## config.mk

```make
export PLATFORM = sky130hd
export DESIGN_NAME = hid_apdu_report_deframer
export DESIGN_NICKNAME = d
export VERILOG_FILES = /design/src/hidapdu_pkg.sv /design/src/hidapdu_parser.sv /design/src/hid_apdu_report_deframer.sv
export SDC_FILE = /design/constraint.sdc
export NUM_CORES = 1
export LEC_CHECK = 0
export BUFFER_PORTS_ARGS = -buffer_cell sky130_fd_sc_hd__buf_2
export CAP_MARGIN = 10
export CORE_AREA = 2 2 109 111
export DETAILED_ROUTE_END_ITERATION = 7
export DIE_AREA = 0 0 111 113
export PLACE_DENSITY_LB_ADDON = 0.2
export SETUP_SLACK_MARGIN = 0.15
export SLEW_MARGIN = 20
export SYNTH_ARGS = -nofsm -noshare
export SYNTH_HDL_FRONTEND = slang
export SYNTH_SLANG_ARGS = --single-unit
export TNS_END_PERCENT = 10
```

## constraint.sdc

```tcl
create_clock -name clk -period 2.34 [get_ports clk]
set_clock_uncertainty 0.05 [all_clocks]
set_input_delay 0.117 -clock clk [delete_from_list [all_inputs] [get_ports clk]]
set_output_delay 0.117 -clock clk [all_outputs]
set_load 0.02 [all_outputs]
```

## src/hidapdu_pkg.sv

```systemverilog
// shared types and constants for the hid apdu report deframer
`timescale 1ns / 1ps
`default_nettype none

package hidapdu_pkg;

	// expected channel after reset, apdu tag, status word for success
	localparam logic [15:0] CHANNEL_RESET = 16'h0101;
	localparam logic [7:0]  APDU_TAG      = 8'h05;
	localparam logic [15:0] STATUS_OK     = 16'h9000;

	// header counter positions
	localparam logic [2:0] HC_CHAN_LO  = 3'd1;
	localparam logic [2:0] HC_TAG      = 3'd2;
	localparam logic [2:0] HC_SEQ_LO   = 3'd4;
	localparam logic [2:0] HC_SEQ_DONE = 3'd5;
	localparam logic [2:0] HC_LEN_LO   = 3'd6;
	localparam logic [2:0] HC_PAYLOAD  = 3'd7;

	// result kinds
	localparam logic [2:0] KIND_NONE      = 3'd0;
	localparam logic [2:0] KIND_RESP_BYTE = 3'd1;
	localparam logic [2:0] KIND_DONE_OK   = 3'd2;
	localparam logic [2:0] KIND_STATUS_ERR = 3'd3;
	localparam logic [2:0] KIND_HEADER_ERR = 3'd4;
	localparam logic [2:0] KIND_UNEXP_START = 3'd5;
	localparam logic [2:0] KIND_SHORT_LEN = 3'd6;

	// one incoming report byte
	typedef struct packed {
		logic [7:0] data_byte;
		logic       report_end;
	} in_item_t;

	// one result
	typedef struct packed {
		logic [2:0]  out_kind;
		logic [7:0]  out_byte;
		logic [15:0] out_position;
		logic [15:0] status_word;
	} out_item_t;

endpackage

`default_nettype wire

```

## src/hidapdu_parser.sv

```systemverilog
// per-byte header, length and payload tracking for apdu reports
`timescale 1ns / 1ps
`default_nettype none

module hidapdu_parser (
	input  wire logic                  clk,
	input  wire logic                  arst_n,
	input  wire logic                  step_en,
	input  wire hidapdu_pkg::in_item_t item,
	input  wire logic [15:0]           expected_chan,
	output hidapdu_pkg::out_item_t     result
);
	import hidapdu_pkg::*;

	logic [2:0]  header_count_q, header_count_d;
	logic [15:0] header_shift_q, header_shift_d;
	logic [15:0] remaining_q, remaining_d;
	logic [15:0] position_q, position_d;
	logic [15:0] status_shift_q, status_shift_d;
	logic        in_message_q, in_message_d;
	logic        skip_report_q, skip_report_d;

	logic [15:0] hs_shifted;
	logic [15:0] st_shifted;

	assign hs_shifted = {header_shift_q[7:0], item.data_byte};
	assign st_shifted = {status_shift_q[7:0], item.data_byte};

	// next state and result for one byte
	always_comb begin
		header_count_d = header_count_q;
		header_shift_d = header_shift_q;
		remaining_d    = remaining_q;
		position_d     = position_q;
		status_shift_d = status_shift_q;
		in_message_d   = in_message_q;
		skip_report_d  = skip_report_q;
		result         = '0;

		if (!skip_report_q) begin
			if (header_count_q != HC_PAYLOAD) begin
				header_shift_d = hs_shifted;
				case (header_count_q)
					HC_CHAN_LO: begin
						if (hs_shifted != expected_chan) begin
							result.out_kind = KIND_HEADER_ERR;
							skip_report_d   = 1'b1;
						end
						header_count_d = HC_TAG;
					end
					HC_TAG: begin
						if (item.data_byte != APDU_TAG) begin
							result.out_kind = KIND_HEADER_ERR;
							skip_report_d   = 1'b1;
						end
						header_count_d = header_count_q + 3'd1;
					end
					HC_SEQ_LO: begin
						if (hs_shifted == 16'd0) begin
							if (in_message_q) begin
								result.out_kind = KIND_UNEXP_START;
								skip_report_d   = 1'b1;
							end
							header_count_d = HC_SEQ_DONE;
						end else begin
							// continuation with no open message is ignored
							if (!in_message_q) begin
								skip_report_d = 1'b1;
							end
							header_count_d = HC_PAYLOAD;
						end
					end
					HC_LEN_LO: begin
						if (hs_shifted < 16'd2) begin
							result.out_kind = KIND_SHORT_LEN;
							skip_report_d   = 1'b1;
						end else begin
							remaining_d    = hs_shifted;
							position_d     = 16'd0;
							status_shift_d = 16'd0;
							in_message_d   = 1'b1;
						end
						header_count_d = HC_PAYLOAD;
					end
					default: begin
						header_count_d = header_count_q + 3'd1;
					end
				endcase
			end else if (in_message_q && (remaining_q != 16'd0)) begin
				// payload phase: data bytes, then the two status bytes
				if (remaining_q > 16'd2) begin
					result.out_kind     = KIND_RESP_BYTE;
					result.out_byte     = item.data_byte;
					result.out_position = position_q;
				end else begin
					status_shift_d = st_shifted;
					if (remaining_q == 16'd1) begin
						result.out_kind    = (st_shifted == STATUS_OK) ?
							KIND_DONE_OK : KIND_STATUS_ERR;
						result.status_word = st_shifted;
						in_message_d       = 1'b0;
					end
				end
				remaining_d = remaining_q - 16'd1;
				position_d  = position_q + 16'd1;
			end
		end

		// every report end restarts header parsing
		if (item.report_end) begin
			header_count_d = 3'd0;
			header_shift_d = 16'd0;
			skip_report_d  = 1'b0;
		end
	end

	// parser state
	always_ff @(posedge clk or negedge arst_n) begin
		if (!arst_n) begin
			header_count_q <= 3'd0;
			header_shift_q <= 16'd0;
			remaining_q    <= 16'd0;
			position_q     <= 16'd0;
			status_shift_q <= 16'd0;
			in_message_q   <= 1'b0;
			skip_report_q  <= 1'b0;
		end else if (step_en) begin
			header_count_q <= header_count_d;
			header_shift_q <= header_shift_d;
			remaining_q    <= remaining_d;
			position_q     <= position_d;
			status_shift_q <= status_shift_d;
			in_message_q   <= in_message_d;
			skip_report_q  <= skip_report_d;
		end
	end

endmodule

`default_nettype wire

```

## src/hid_apdu_report_deframer.sv

```systemverilog
// top level: input register, parser, result register and channel register
// an accepted byte passes the input register, parser and result register
// throughput: one byte per cycle unless result_stall holds the output, one
// result per byte, limited by the single parser state update per byte
// reset: asynchronous, clears all parser state and the valid flags of both
// pipeline registers, expected channel returns to 0x0101
`timescale 1ns / 1ps
`default_nettype none

module hid_apdu_report_deframer (
	input  wire logic                   clk,
	input  wire logic                   arst_n,
	input  wire logic                   byte_valid,
	output logic                        byte_stall,
	input  wire hidapdu_pkg::in_item_t  byte_data,
	output logic                        result_valid,
	input  wire logic                   result_stall,
	output hidapdu_pkg::out_item_t      result_data,
	input  wire logic                   cfg_valid,
	output logic                        cfg_ready,
	input  wire logic [15:0]            cfg_data
);
	import hidapdu_pkg::*;

	logic      valid_s1;
	in_item_t  item_s1;
	out_item_t result_s2;
	out_item_t step_result;
	logic      advance;
	logic      step_en;
	logic [15:0] channel_q;

	assign advance      = !result_valid || !result_stall;
	assign step_en      = valid_s1 && advance;
	assign byte_stall   = valid_s1 && !advance;
	assign cfg_ready    = 1'b1;
	assign result_data  = result_s2;

	// channel register
	always_ff @(posedge clk or negedge arst_n) begin
		if (!arst_n) begin
			channel_q <= CHANNEL_RESET;
		end else if (cfg_valid && cfg_ready) begin
			channel_q <= cfg_data;
		end
	end

	// input register
	always_ff @(posedge clk or negedge arst_n) begin
		if (!arst_n) begin
			valid_s1 <= 1'b0;
		end else if (!byte_stall) begin
			valid_s1 <= byte_valid;
		end
	end

	always_ff @(posedge clk) begin
		if (!byte_stall && byte_valid) begin
			item_s1 <= byte_data;
		end
	end

	hidapdu_parser u_parser (
		.clk           (clk),
		.arst_n        (arst_n),
		.step_en       (step_en),
		.item          (item_s1),
		.expected_chan (channel_q),
		.result        (step_result)
	);

	// result register
	always_ff @(posedge clk or negedge arst_n) begin
		if (!arst_n) begin
			result_valid <= 1'b0;
		end else if (advance) begin
			result_valid <= valid_s1;
		end
	end

	always_ff @(posedge clk) begin
		if (step_en) begin
			result_s2 <= step_result;
		end
	end

	// checks
	a_accept_fills_s1: assert property (@(posedge clk) disable iff (!arst_n)
		byte_valid && !byte_stall |=> valid_s1)
		else $error("accepted byte did not reach the input register");

	a_step_gives_result: assert property (@(posedge clk) disable iff (!arst_n)
		step_en |=> result_valid)
		else $error("processed byte produced no result");

	a_kind_range: assert property (@(posedge clk) disable iff (!arst_n)
		result_valid |-> result_data.out_kind <= KIND_SHORT_LEN)
		else $error("result kind out of range");

	a_byte_fields_zero: assert property (@(posedge clk) disable iff (!arst_n)
		result_valid && result_data.out_kind != KIND_RESP_BYTE
		|-> result_data.out_byte == 8'd0 && result_data.out_position == 16'd0)
		else $error("byte fields set on a non-byte result");

endmodule

`default_nettype wire
```

==> results.yml, run 1 <==
clock_tree:
  clk_latency_ns: 0.42
  clockRootBuffer: "clkbuf_16"
  cts_tree: "yes"
  cts_htree_levels: 4
  clockBufferDepth: 2
  cts.clk_slew.worst_paths_ns: 0.06
  cts_sinks: 123
  cts-buffers-inserted: 17
yosys:
  synth_edf_count: 52
  async_flop_share: 0.577
  synth.ff_latch_count: 123
  yosys.area.top_type: "dfrtp_1"
  synth_common_cells: "dfrtp_1, edfxtp_1, and2_1, nor2_1, nand2_1"
  synth_area_leaders: "dfrtp_1, edfxtp_1, and2_1, xor2_1, mux2_2"
  netlist_instances: 490
  synthesis.nets: 531
  yosysSeqAreaShare: 0.578
  syn_area_um2: 5780
  syn_avg_cell_area_um2: 11.8
  yosysMostFrequentCell: "dfrtp_1"
  yosys_warnings: 0
  ys.flop_type: "dfrtp_1"
  synth_cell_types: 62
  synth_top_area_share: 0.299
timing:
  fin_crit_sh: 0.993
  finalHoldViolations: 0
  fin_ws_ns: 0.0154
  period_needed_ns: 2.32
  tightest_slew_ns: 0.500
  rsz0062_at_grt: "true"
  clock.fmax_ghz: 0.430
  slew_headroom: 0.662
  drv_slew: 0
  final-setup-viol-count: 0
critical_path:
  required_ns: 2.60
  worstPathArrival_ns: 2.58
  path_max_fanout: 8
  startpoint_type: "flop"
  crit_path_end_kind: "flop"
  path_class: "flop to flop"
cells_and_area:
  fin_util: 0.694
  syn2layout_area_growth_pct: 35.4
  drive_gt1_frac: 0.332
  nFillCells: 785
  antenna_cells: 0
  fin_nets: 684
placement:
  io_buffer_count: 74
  place_hpwl_mm: 9.01
  place_ws_ns: -0.127
  routabilityCongestion: 0.846
floorplanning:
  start_util: 0.513
  die_y_um: 113
  rows: 39
  die_w_um: 111
  core_area_um2: 11300
  die-area_um2: 12500
  ios: 76
outcome:
  status: "completed"
power:
  leakagePower_nw: 3.41
  pwr_density_cell_nw_per_um2: 901
  ir_worst_vdd_v: 0.000450
detailed_routing:
  drtIter0Drc: 260
  wl_per_cell_um: 17.5
  dr.pass1.iters: 5
  wl_mm: 14.0
  vias: 4512
  ant_nets: 0
  avgViaCountPerCell: 5.65
  route.detailed.drc: 0
global_route:
  grt_pass1_vias: 4401
  grt_use_total: 0.233
  grt_pass1_wl_mm: 22.6
  grt_max_degree: 72
  antenna_found_initial: 0
  gr-total-overflow: 0
min_path:
  min_path_type: "input port to flop"
job:
  max_cap_viol_count: 0
[worst paths after layout]
check,to,depth (start not counted),start,slack (ns)
worst max-delay path,u_parser.remaining_q[9],7,item_s1[6],0.02
worst min-delay path,channel_q[5],2,cfg_valid,0.16
worst max register to register,u_parser.remaining_q[9],7,item_s1[6],0.02
worst min register to register,result_valid,1,valid_s1,0.44
max in group asynchronous,channel_q[0],3,arst_n,1.70
min in group asynchronous,u_parser.remaining_q[7],3,arst_n,0.20
[layout by cell type, fill, tap and decap left out, types with 4 or more instances in the layout]
cell	synthesis	routed
buf_2	2	74
o22ai_1	5	5
nor2_1	32	29
and3_1	8	7
dlygate4sd3_1	0	29
mux2_2	16	16
dfrtp_1	69	69
ha_2	0	4
edfxtp_1	52	52
buf_4	3	48
a31oi_1	8	8
inv_1	12	10
nor4_1	9	8
a21oi_1	19	14
o31ai_1	4	4
xor2_1	24	24
nand4_1	12	12
o22a_1	6	6
nand2_1	26	25
nor3_1	7	7
a22o_1	17	17
clkinvlp_4	0	4
buf_12	0	5
o21ai_0	18	18
and2_1	44	44
ha_1	11	7
bufinv_16	0	5
a21oi_2	0	5
nand3_1	9	8
or4_1	5	4
clkbuf_16	0	19
[state kept, by name, summed over array words and instances, names as in the netlist, 3 cells and up]
signal                   cells
u_parser.remaining_q        16
item_s1                      9
channel_q                   16
u_parser.header_count_q      3
u_parser.header_shift_q      8
u_parser.status_shift_q      8
u_parser.position_q         16
result_data                 43
[critical path, stage by stage, from the launching register on]
cell and delay, ns:
edfxtp_1 0.40, or4_4 0.57, and4b_2 0.38, a2bb2oi_4 0.30, buf_12 0.17, buf_12 0.10
a21oi_2 0.03, o2bb2a_4 0.21
[through the flow]
| step | hold slack, ns | TNS (ns) | cell area, um^2 | instances | total power, mW |
|---|---|---|---|---|---|
| finish | 0.161 | 0 | 7820 | 799 | 7.05 |
| global route | 0.157 | -0.139 | 7820 | 799 | 7.35 |
| CTS | 0.148 | 0 | 7610 | 789 | 6.97 |
| detailed placement | 0.130 | -1.05 | 6630 | 726 | 4.05 |
| global placement | 0.127 | 0 | 6630 | 726 | 4.00 |
| floorplan | -0.229 | 0 | 5810 | 490 | 3.50 |
[cell type report]
class / count / area, um^2 / share of cell area
well taps: 143 / 179 / 0.0229
flip-flops and latches: 123 / 3340 / 0.427
clock buffers: 17 / 425 / 0.0544
multi-input cells: 328 / 2410 / 0.308
repair buffers: 160 / 1190 / 0.153
clock inverters: 15 / 221 / 0.0283
inverters: 13 / 52.6 / 0.00672
[cells by family (layout without fill, tap and decap cells)]
| family | Yosys count | count (layout) | synth area share |
|---|---|---|---|
| adder cells (fa/ha/maj) | 11 | 11 | 0.0238 |
| multiplexers | 17 | 17 | 0.0329 |
| flip-flops | 123 | 123 | 0.578 |
| buffers and inverters | 39 | 205 | 0.0290 |
| other | 1 | 1 | 0.000649 |
| AND/OR/NAND/NOR | 174 | 174 | 0.173 |
| AO/OA/AOI/OAI | 101 | 101 | 0.126 |
| XOR/XNOR | 24 | 24 | 0.0364 |
[per-layer routing]
layer	wire (um)	GRT usage	up-vias
met3	807	0.0568	29
li1	-	-	2115
met1	6100	0.305	2225
met4	346	0.0975	0
met5	0	0	-
met2	6750	0.377	143
[power by group]
| group | total, mW | switching [mW] | internal [mW] |
|---|---|---|---|
| logic | 1.49 | 0.793 | 0.696 |
| clock network | 2.86 | 0.974 | 1.89 |
| registers | 2.70 | 0.210 | 2.49 |
[repair_timing]
action	in CTS	in global routing
setup buffers	2	8
gates cloned	0	2
hold endpoints to repair	98	0
pin swaps	9	9
hold buffers	29	0
gates resized for setup	10	19
endpoints found under the setup margin	35	72
(Power assumes the default switching activity.)
==> inputs of run 2 (changes only) <==
Settings changed: MAX_ROUTING_LAYER set to met4.
==> results.yml, run 2 (synthesis results as in run 1) <==
detailed_routing:
  ant_nets: 0
  avgViaCountPerCell: 5.66
  dr.pass1.iters: 5
  vias: 4521
  wl_per_cell_um: 17.6
  wl_mm: 14.1
  route.detailed.drc: 0
  drtIter0Drc: 265
cells_and_area:
  final_cells: 799
  layout_commonest_cell: "buf_2"
  top_register: "result_data"
  largest_reg_flops: 43
  final_cell_mix: "buf_2, dfrtp_1, edfxtp_1"
  design_area_um2: 7820
  fin_nets: 684
  fin_util: 0.694
  syn2layout_area_growth_pct: 35.4
  drive_gt1_frac: 0.332
  antenna_cells: 0
  nFillCells: 786
timing:
  fin_crit_sh: 0.990
  rsz0062_at_grt: "true"
  drv_slew: 0
  fin_ws_ns: 0.0228
  clock.fmax_ghz: 0.432
  final-setup-viol-count: 0
  tightest_slew_ns: 0.502
  period_needed_ns: 2.32
  holdWs_ns: 0.151
  tns_ns: 0
  finalHoldViolations: 0
  slew_headroom: 0.660
power:
  pwr_density_cell_nw_per_um2: 903
  ir_worst_vdd_v: 0.000455
  leakagePower_nw: 3.41
  finalPower_mw: 7.06
placement:
  io_buffer_count: 74
  routabilityCongestion: 0.859
  place_hpwl_mm: 9.01
  place_ws_ns: -0.127
  post_dp_cell_area_um2: 6630
  dpl.cell_count: 726
critical_path:
  reg2regPathDepth: 7
  worstPathArrival_ns: 2.58
  timing.rr.start: "item_s1[6]"
  path_class: "flop to flop"
  startpoint_type: "flop"
  required_ns: 2.60
  r2r-end: "u_parser.remaining_q[9]"
  crit_path_end_kind: "flop"
  path_max_fanout: 8
  r2r_slack_ns: 0.02
clock_tree:
  clockBufferDepth: 2
  cts_htree_levels: 4
  clk_latency_ns: 0.43
  cts-buffers-inserted: 17
  cts.clk_slew.worst_paths_ns: 0.06
  cts_tree: "yes"
  clockRootBuffer: "clkbuf_16"
  cts_sinks: 123
job:
  max_cap_viol_count: 0
floorplanning:
  die_y_um: 113
  die_w_um: 111
  start_util: 0.513
  ios: 76
  core_area_um2: 11300
  rows: 39
  die-area_um2: 12500
global_route:
  grt_use_total: 0.240
  grt_max_degree: 72
  grt_pass1_vias: 4417
  grt_pass1_wl_mm: 22.6
  gr-total-overflow: 0
  antenna_found_initial: 0
outcome:
  status: "completed"
min_path:
  whs_path_depth: 2
  hp-start: "cfg_valid"
  min_path_type: "input port to flop"
  whs_endpoint: "channel_q[12]"
## run 2: cell counts in the layout (fill, tap and decap cells not counted)
Identical to the previous run, type by type.
## run 2: layer usage
metal,global-route usage,vias to the layer above,part of all wire,wire length [um]
li1,-,2116,-,-
met1,0.305,2239,0.43,6090
met2,0.375,139,0.49,6850
met3,0.0600,27,0.056,788
met4,0.0925,0,0.023,324
met5,-,-,0,0
## run 2: worst max path at each step
stage,startpoint,end,slack (ns)
after detailed placement,u_parser.remaining_q[7],result_data[11],-0.13
after global placement,u_parser.remaining_q[7],result_data[12],0.02
final,item_s1[6],u_parser.remaining_q[9],0.02
after CTS,item_s1[6],u_parser.remaining_q[7],0.06
after floorplan,u_parser.header_count_q[1],u_parser.position_q[14],0.05
after global routing,item_s1[6],u_parser.remaining_q[9],-0.05
## run 2: what timing repair did
action	in CTS	in global routing
pin swaps	9	9
hold buffers	29	0
endpoints found under the setup margin	35	72
hold endpoints to repair	98	0
gates cloned	0	2
resized for setup	10	19
setup buffers	2	8
## run 2: layout make-up
type / instances / area (um^2) / share of cell area
timing repair buffer: 160 / 1190 / 0.153
clock buffer: 17 / 425 / 0.0544
multi-input combinational: 328 / 2410 / 0.308
clock inverter: 15 / 221 / 0.0283
sequential: 123 / 3340 / 0.427
tap: 143 / 179 / 0.0229
inverter: 13 / 52.6 / 0.00672
## run 2: where the power goes
group | switching [mW] | internal [mW] | leakage (nW)
Sequential | 0.208 | 2.49 | 1.45
Combinational | 0.795 | 0.696 | 1.66
Clock | 0.985 | 1.89 | 0.307
## run 2: critical path, stage by stage, from the launching register on
cell and delay (ns):
edfxtp_1 0.39, or4_4 0.57, and4b_2 0.38, a2bb2oi_4 0.30
buf_12 0.17, buf_12 0.10, a21oi_2 0.03, o2bb2a_4 0.21
==> inputs of run 3 (changes only) <==
Settings changed: RECOVER_POWER set to 50.
==> results.yml, run 3 (synthesis results as in run 1) <==
floorplanning:
  die-area_um2: 12500
  die_w_um: 111
  start_util: 0.513
  core_area_um2: 11300
  rows: 39
  die_y_um: 113
  ios: 76
cells_and_area:
  layout_commonest_cell: "dfrtp_1"
  nFillCells: 802
  multi_input_area_um2: 2410
  largest_reg_flops: 43
  final_cells: 799
  design_area_um2: 7750
  drive_gt1_frac: 0.262
  fin_nets: 684
  antenna_cells: 0
  syn2layout_area_growth_pct: 34.1
  regArea_um2: 3340
  top_register: "result_data"
  final_cell_mix: "dfrtp_1, edfxtp_1, buf_4"
power:
  p_clk_frac: 0.407
  leakagePower_nw: 3.27
  ir_worst_vdd_v: 0.000451
  power.internal_mw: 5.06
  p_sw_frac: 0.282
  seq_power_share: 0.383
  p_switching_mw: 1.99
  pwr-share-comb: 0.209
  finalPower_mw: 7.04
  pwr_density_cell_nw_per_um2: 909
global_route:
  grt_pass1_vias: 4417
  grt_pass1_wl_mm: 22.6
  gr-total-overflow: 0
  antenna_found_initial: 0
  grt_max_degree: 72
  grt_use_total: 0.240
outcome:
  violations: "capacitance limit, slew limit"
  status: "complete, but fails checks"
critical_path:
  path_max_fanout: 8
  startpoint_type: "flop"
  required_ns: 2.60
  crit_path_end_kind: "flop"
  path_class: "flop to flop"
  reg2regPathDepth: 7
  worstPathArrival_ns: 2.58
clock_tree:
  cts_tree: "yes"
  cts_htree_levels: 4
  cts-buffers-inserted: 17
  clockRootBuffer: "clkbuf_16"
  clockBufferDepth: 2
  cts_sinks: 123
  cts.clk_slew.worst_paths_ns: 0.06
  clk_latency_ns: 0.43
placement:
  routabilityCongestion: 0.859
  io_buffer_count: 74
  dpl.cell_count: 726
  place_hpwl_mm: 9.01
  post_dp_cell_area_um2: 6630
detailed_routing:
  route.detailed.drc: 0
  avgViaCountPerCell: 5.65
  wl_per_cell_um: 17.7
  drtIter0Drc: 268
  wl_mm: 14.1
  dr.pass1.iters: 4
  ant_nets: 0
  vias: 4518
job:
  max_cap_viol_count: 1
timing:
  finalHoldViolations: 0
  final-setup-viol-count: 0
  tns_ns: 0
  tightest_slew_ns: 1.77
  drv_slew: 72
  clock.fmax_ghz: 0.430
  period_needed_ns: 2.33
  fin_crit_sh: 0.994
  slew_headroom: -0.179
  rsz0062_at_grt: "true"
min_path:
  min_path_type: "input port to flop"
  whs_path_depth: 2
-- run 3: cell types whose count changed in the layout (fill, tap and decap cells not counted), sizes merged --
cell    delta
buf       -45
clkbuf    +45
-- run 3: area by class of cell --
type / instances / share of cell area
tap: 143 / 0.0231
timing repair buffer: 160 / 0.145
clock inverter: 15 / 0.0286
multi-input combinational: 328 / 0.311
clock buffer: 17 / 0.0549
inverter: 13 / 0.00678
sequential: 123 / 0.431
-- run 3: metrics by stage --
step           hold WS, ns  utilization  setup WS [ns]
5_1_grt              0.157        0.688        -0.0492
6_report             0.149        0.688         0.0146
3_3_place_gp         0.127        0.588         0.0216
3_5_place_dp         0.130        0.588         -0.127
4_1_cts              0.148        0.676         0.0622
2_1_floorplan       -0.229            -         0.0496
-- run 3: power groups by stage --
stage / logic [mW] / registers [mW] / clock network (mW)
2_1_floorplan: 0.742 / 2.76 / 0
3_3_place_gp: 1.30 / 2.71 / 0
3_5_place_dp: 1.33 / 2.72 / 0
4_1_cts: 1.39 / 2.68 / 2.89
5_1_grt: 1.62 / 2.73 / 2.99
6_report: 1.48 / 2.70 / 2.87
-- run 3: timing repair --
item | 4_1_cts | 5_1_grt
hold buffers | 29 | 0
setup endpoints to repair | 35 | 72
hold endpoints to repair | 98 | 0
gates resized for setup | 10 | 19
pin swaps | 9 | 9
gates cloned | 0 | 2
setup buffers | 2 | 8
-- run 3: per-layer routing --
layer  wire length (um)  vias to the layer above  track usage
met3                878                       29       0.0600
li1                   -                     2119            -
met5                  0                        -            -
met2               6830                      171        0.375
met1               6090                     2199        0.305
met4                329                        0       0.0925
-- run 3: worst max-delay path, stage by stage, from the launching register on --
cell,delay [ns]
edfxtp_1,0.40
or4_4,0.57
and4b_2,0.38
a2bb2oi_4,0.30
buf_12,0.17
buf_12,0.10
a21oi_2,0.03
o2bb2a_4,0.21
-- run 3: path summary, 6_finish.rpt --
check / startpoint / to / slack (ns)
setup / recovery: item_s1[6] / u_parser.remaining_q[9] / 0.01
hold / removal: cfg_valid / channel_q[12] / 0.15
setup reg to reg: item_s1[6] / u_parser.remaining_q[9] / 0.01
hold reg to reg: valid_s1 / result_valid / 0.43
max in group asynchronous: arst_n / result_valid / 0.45
min in group asynchronous: arst_n / u_parser.position_q[8] / 0.73
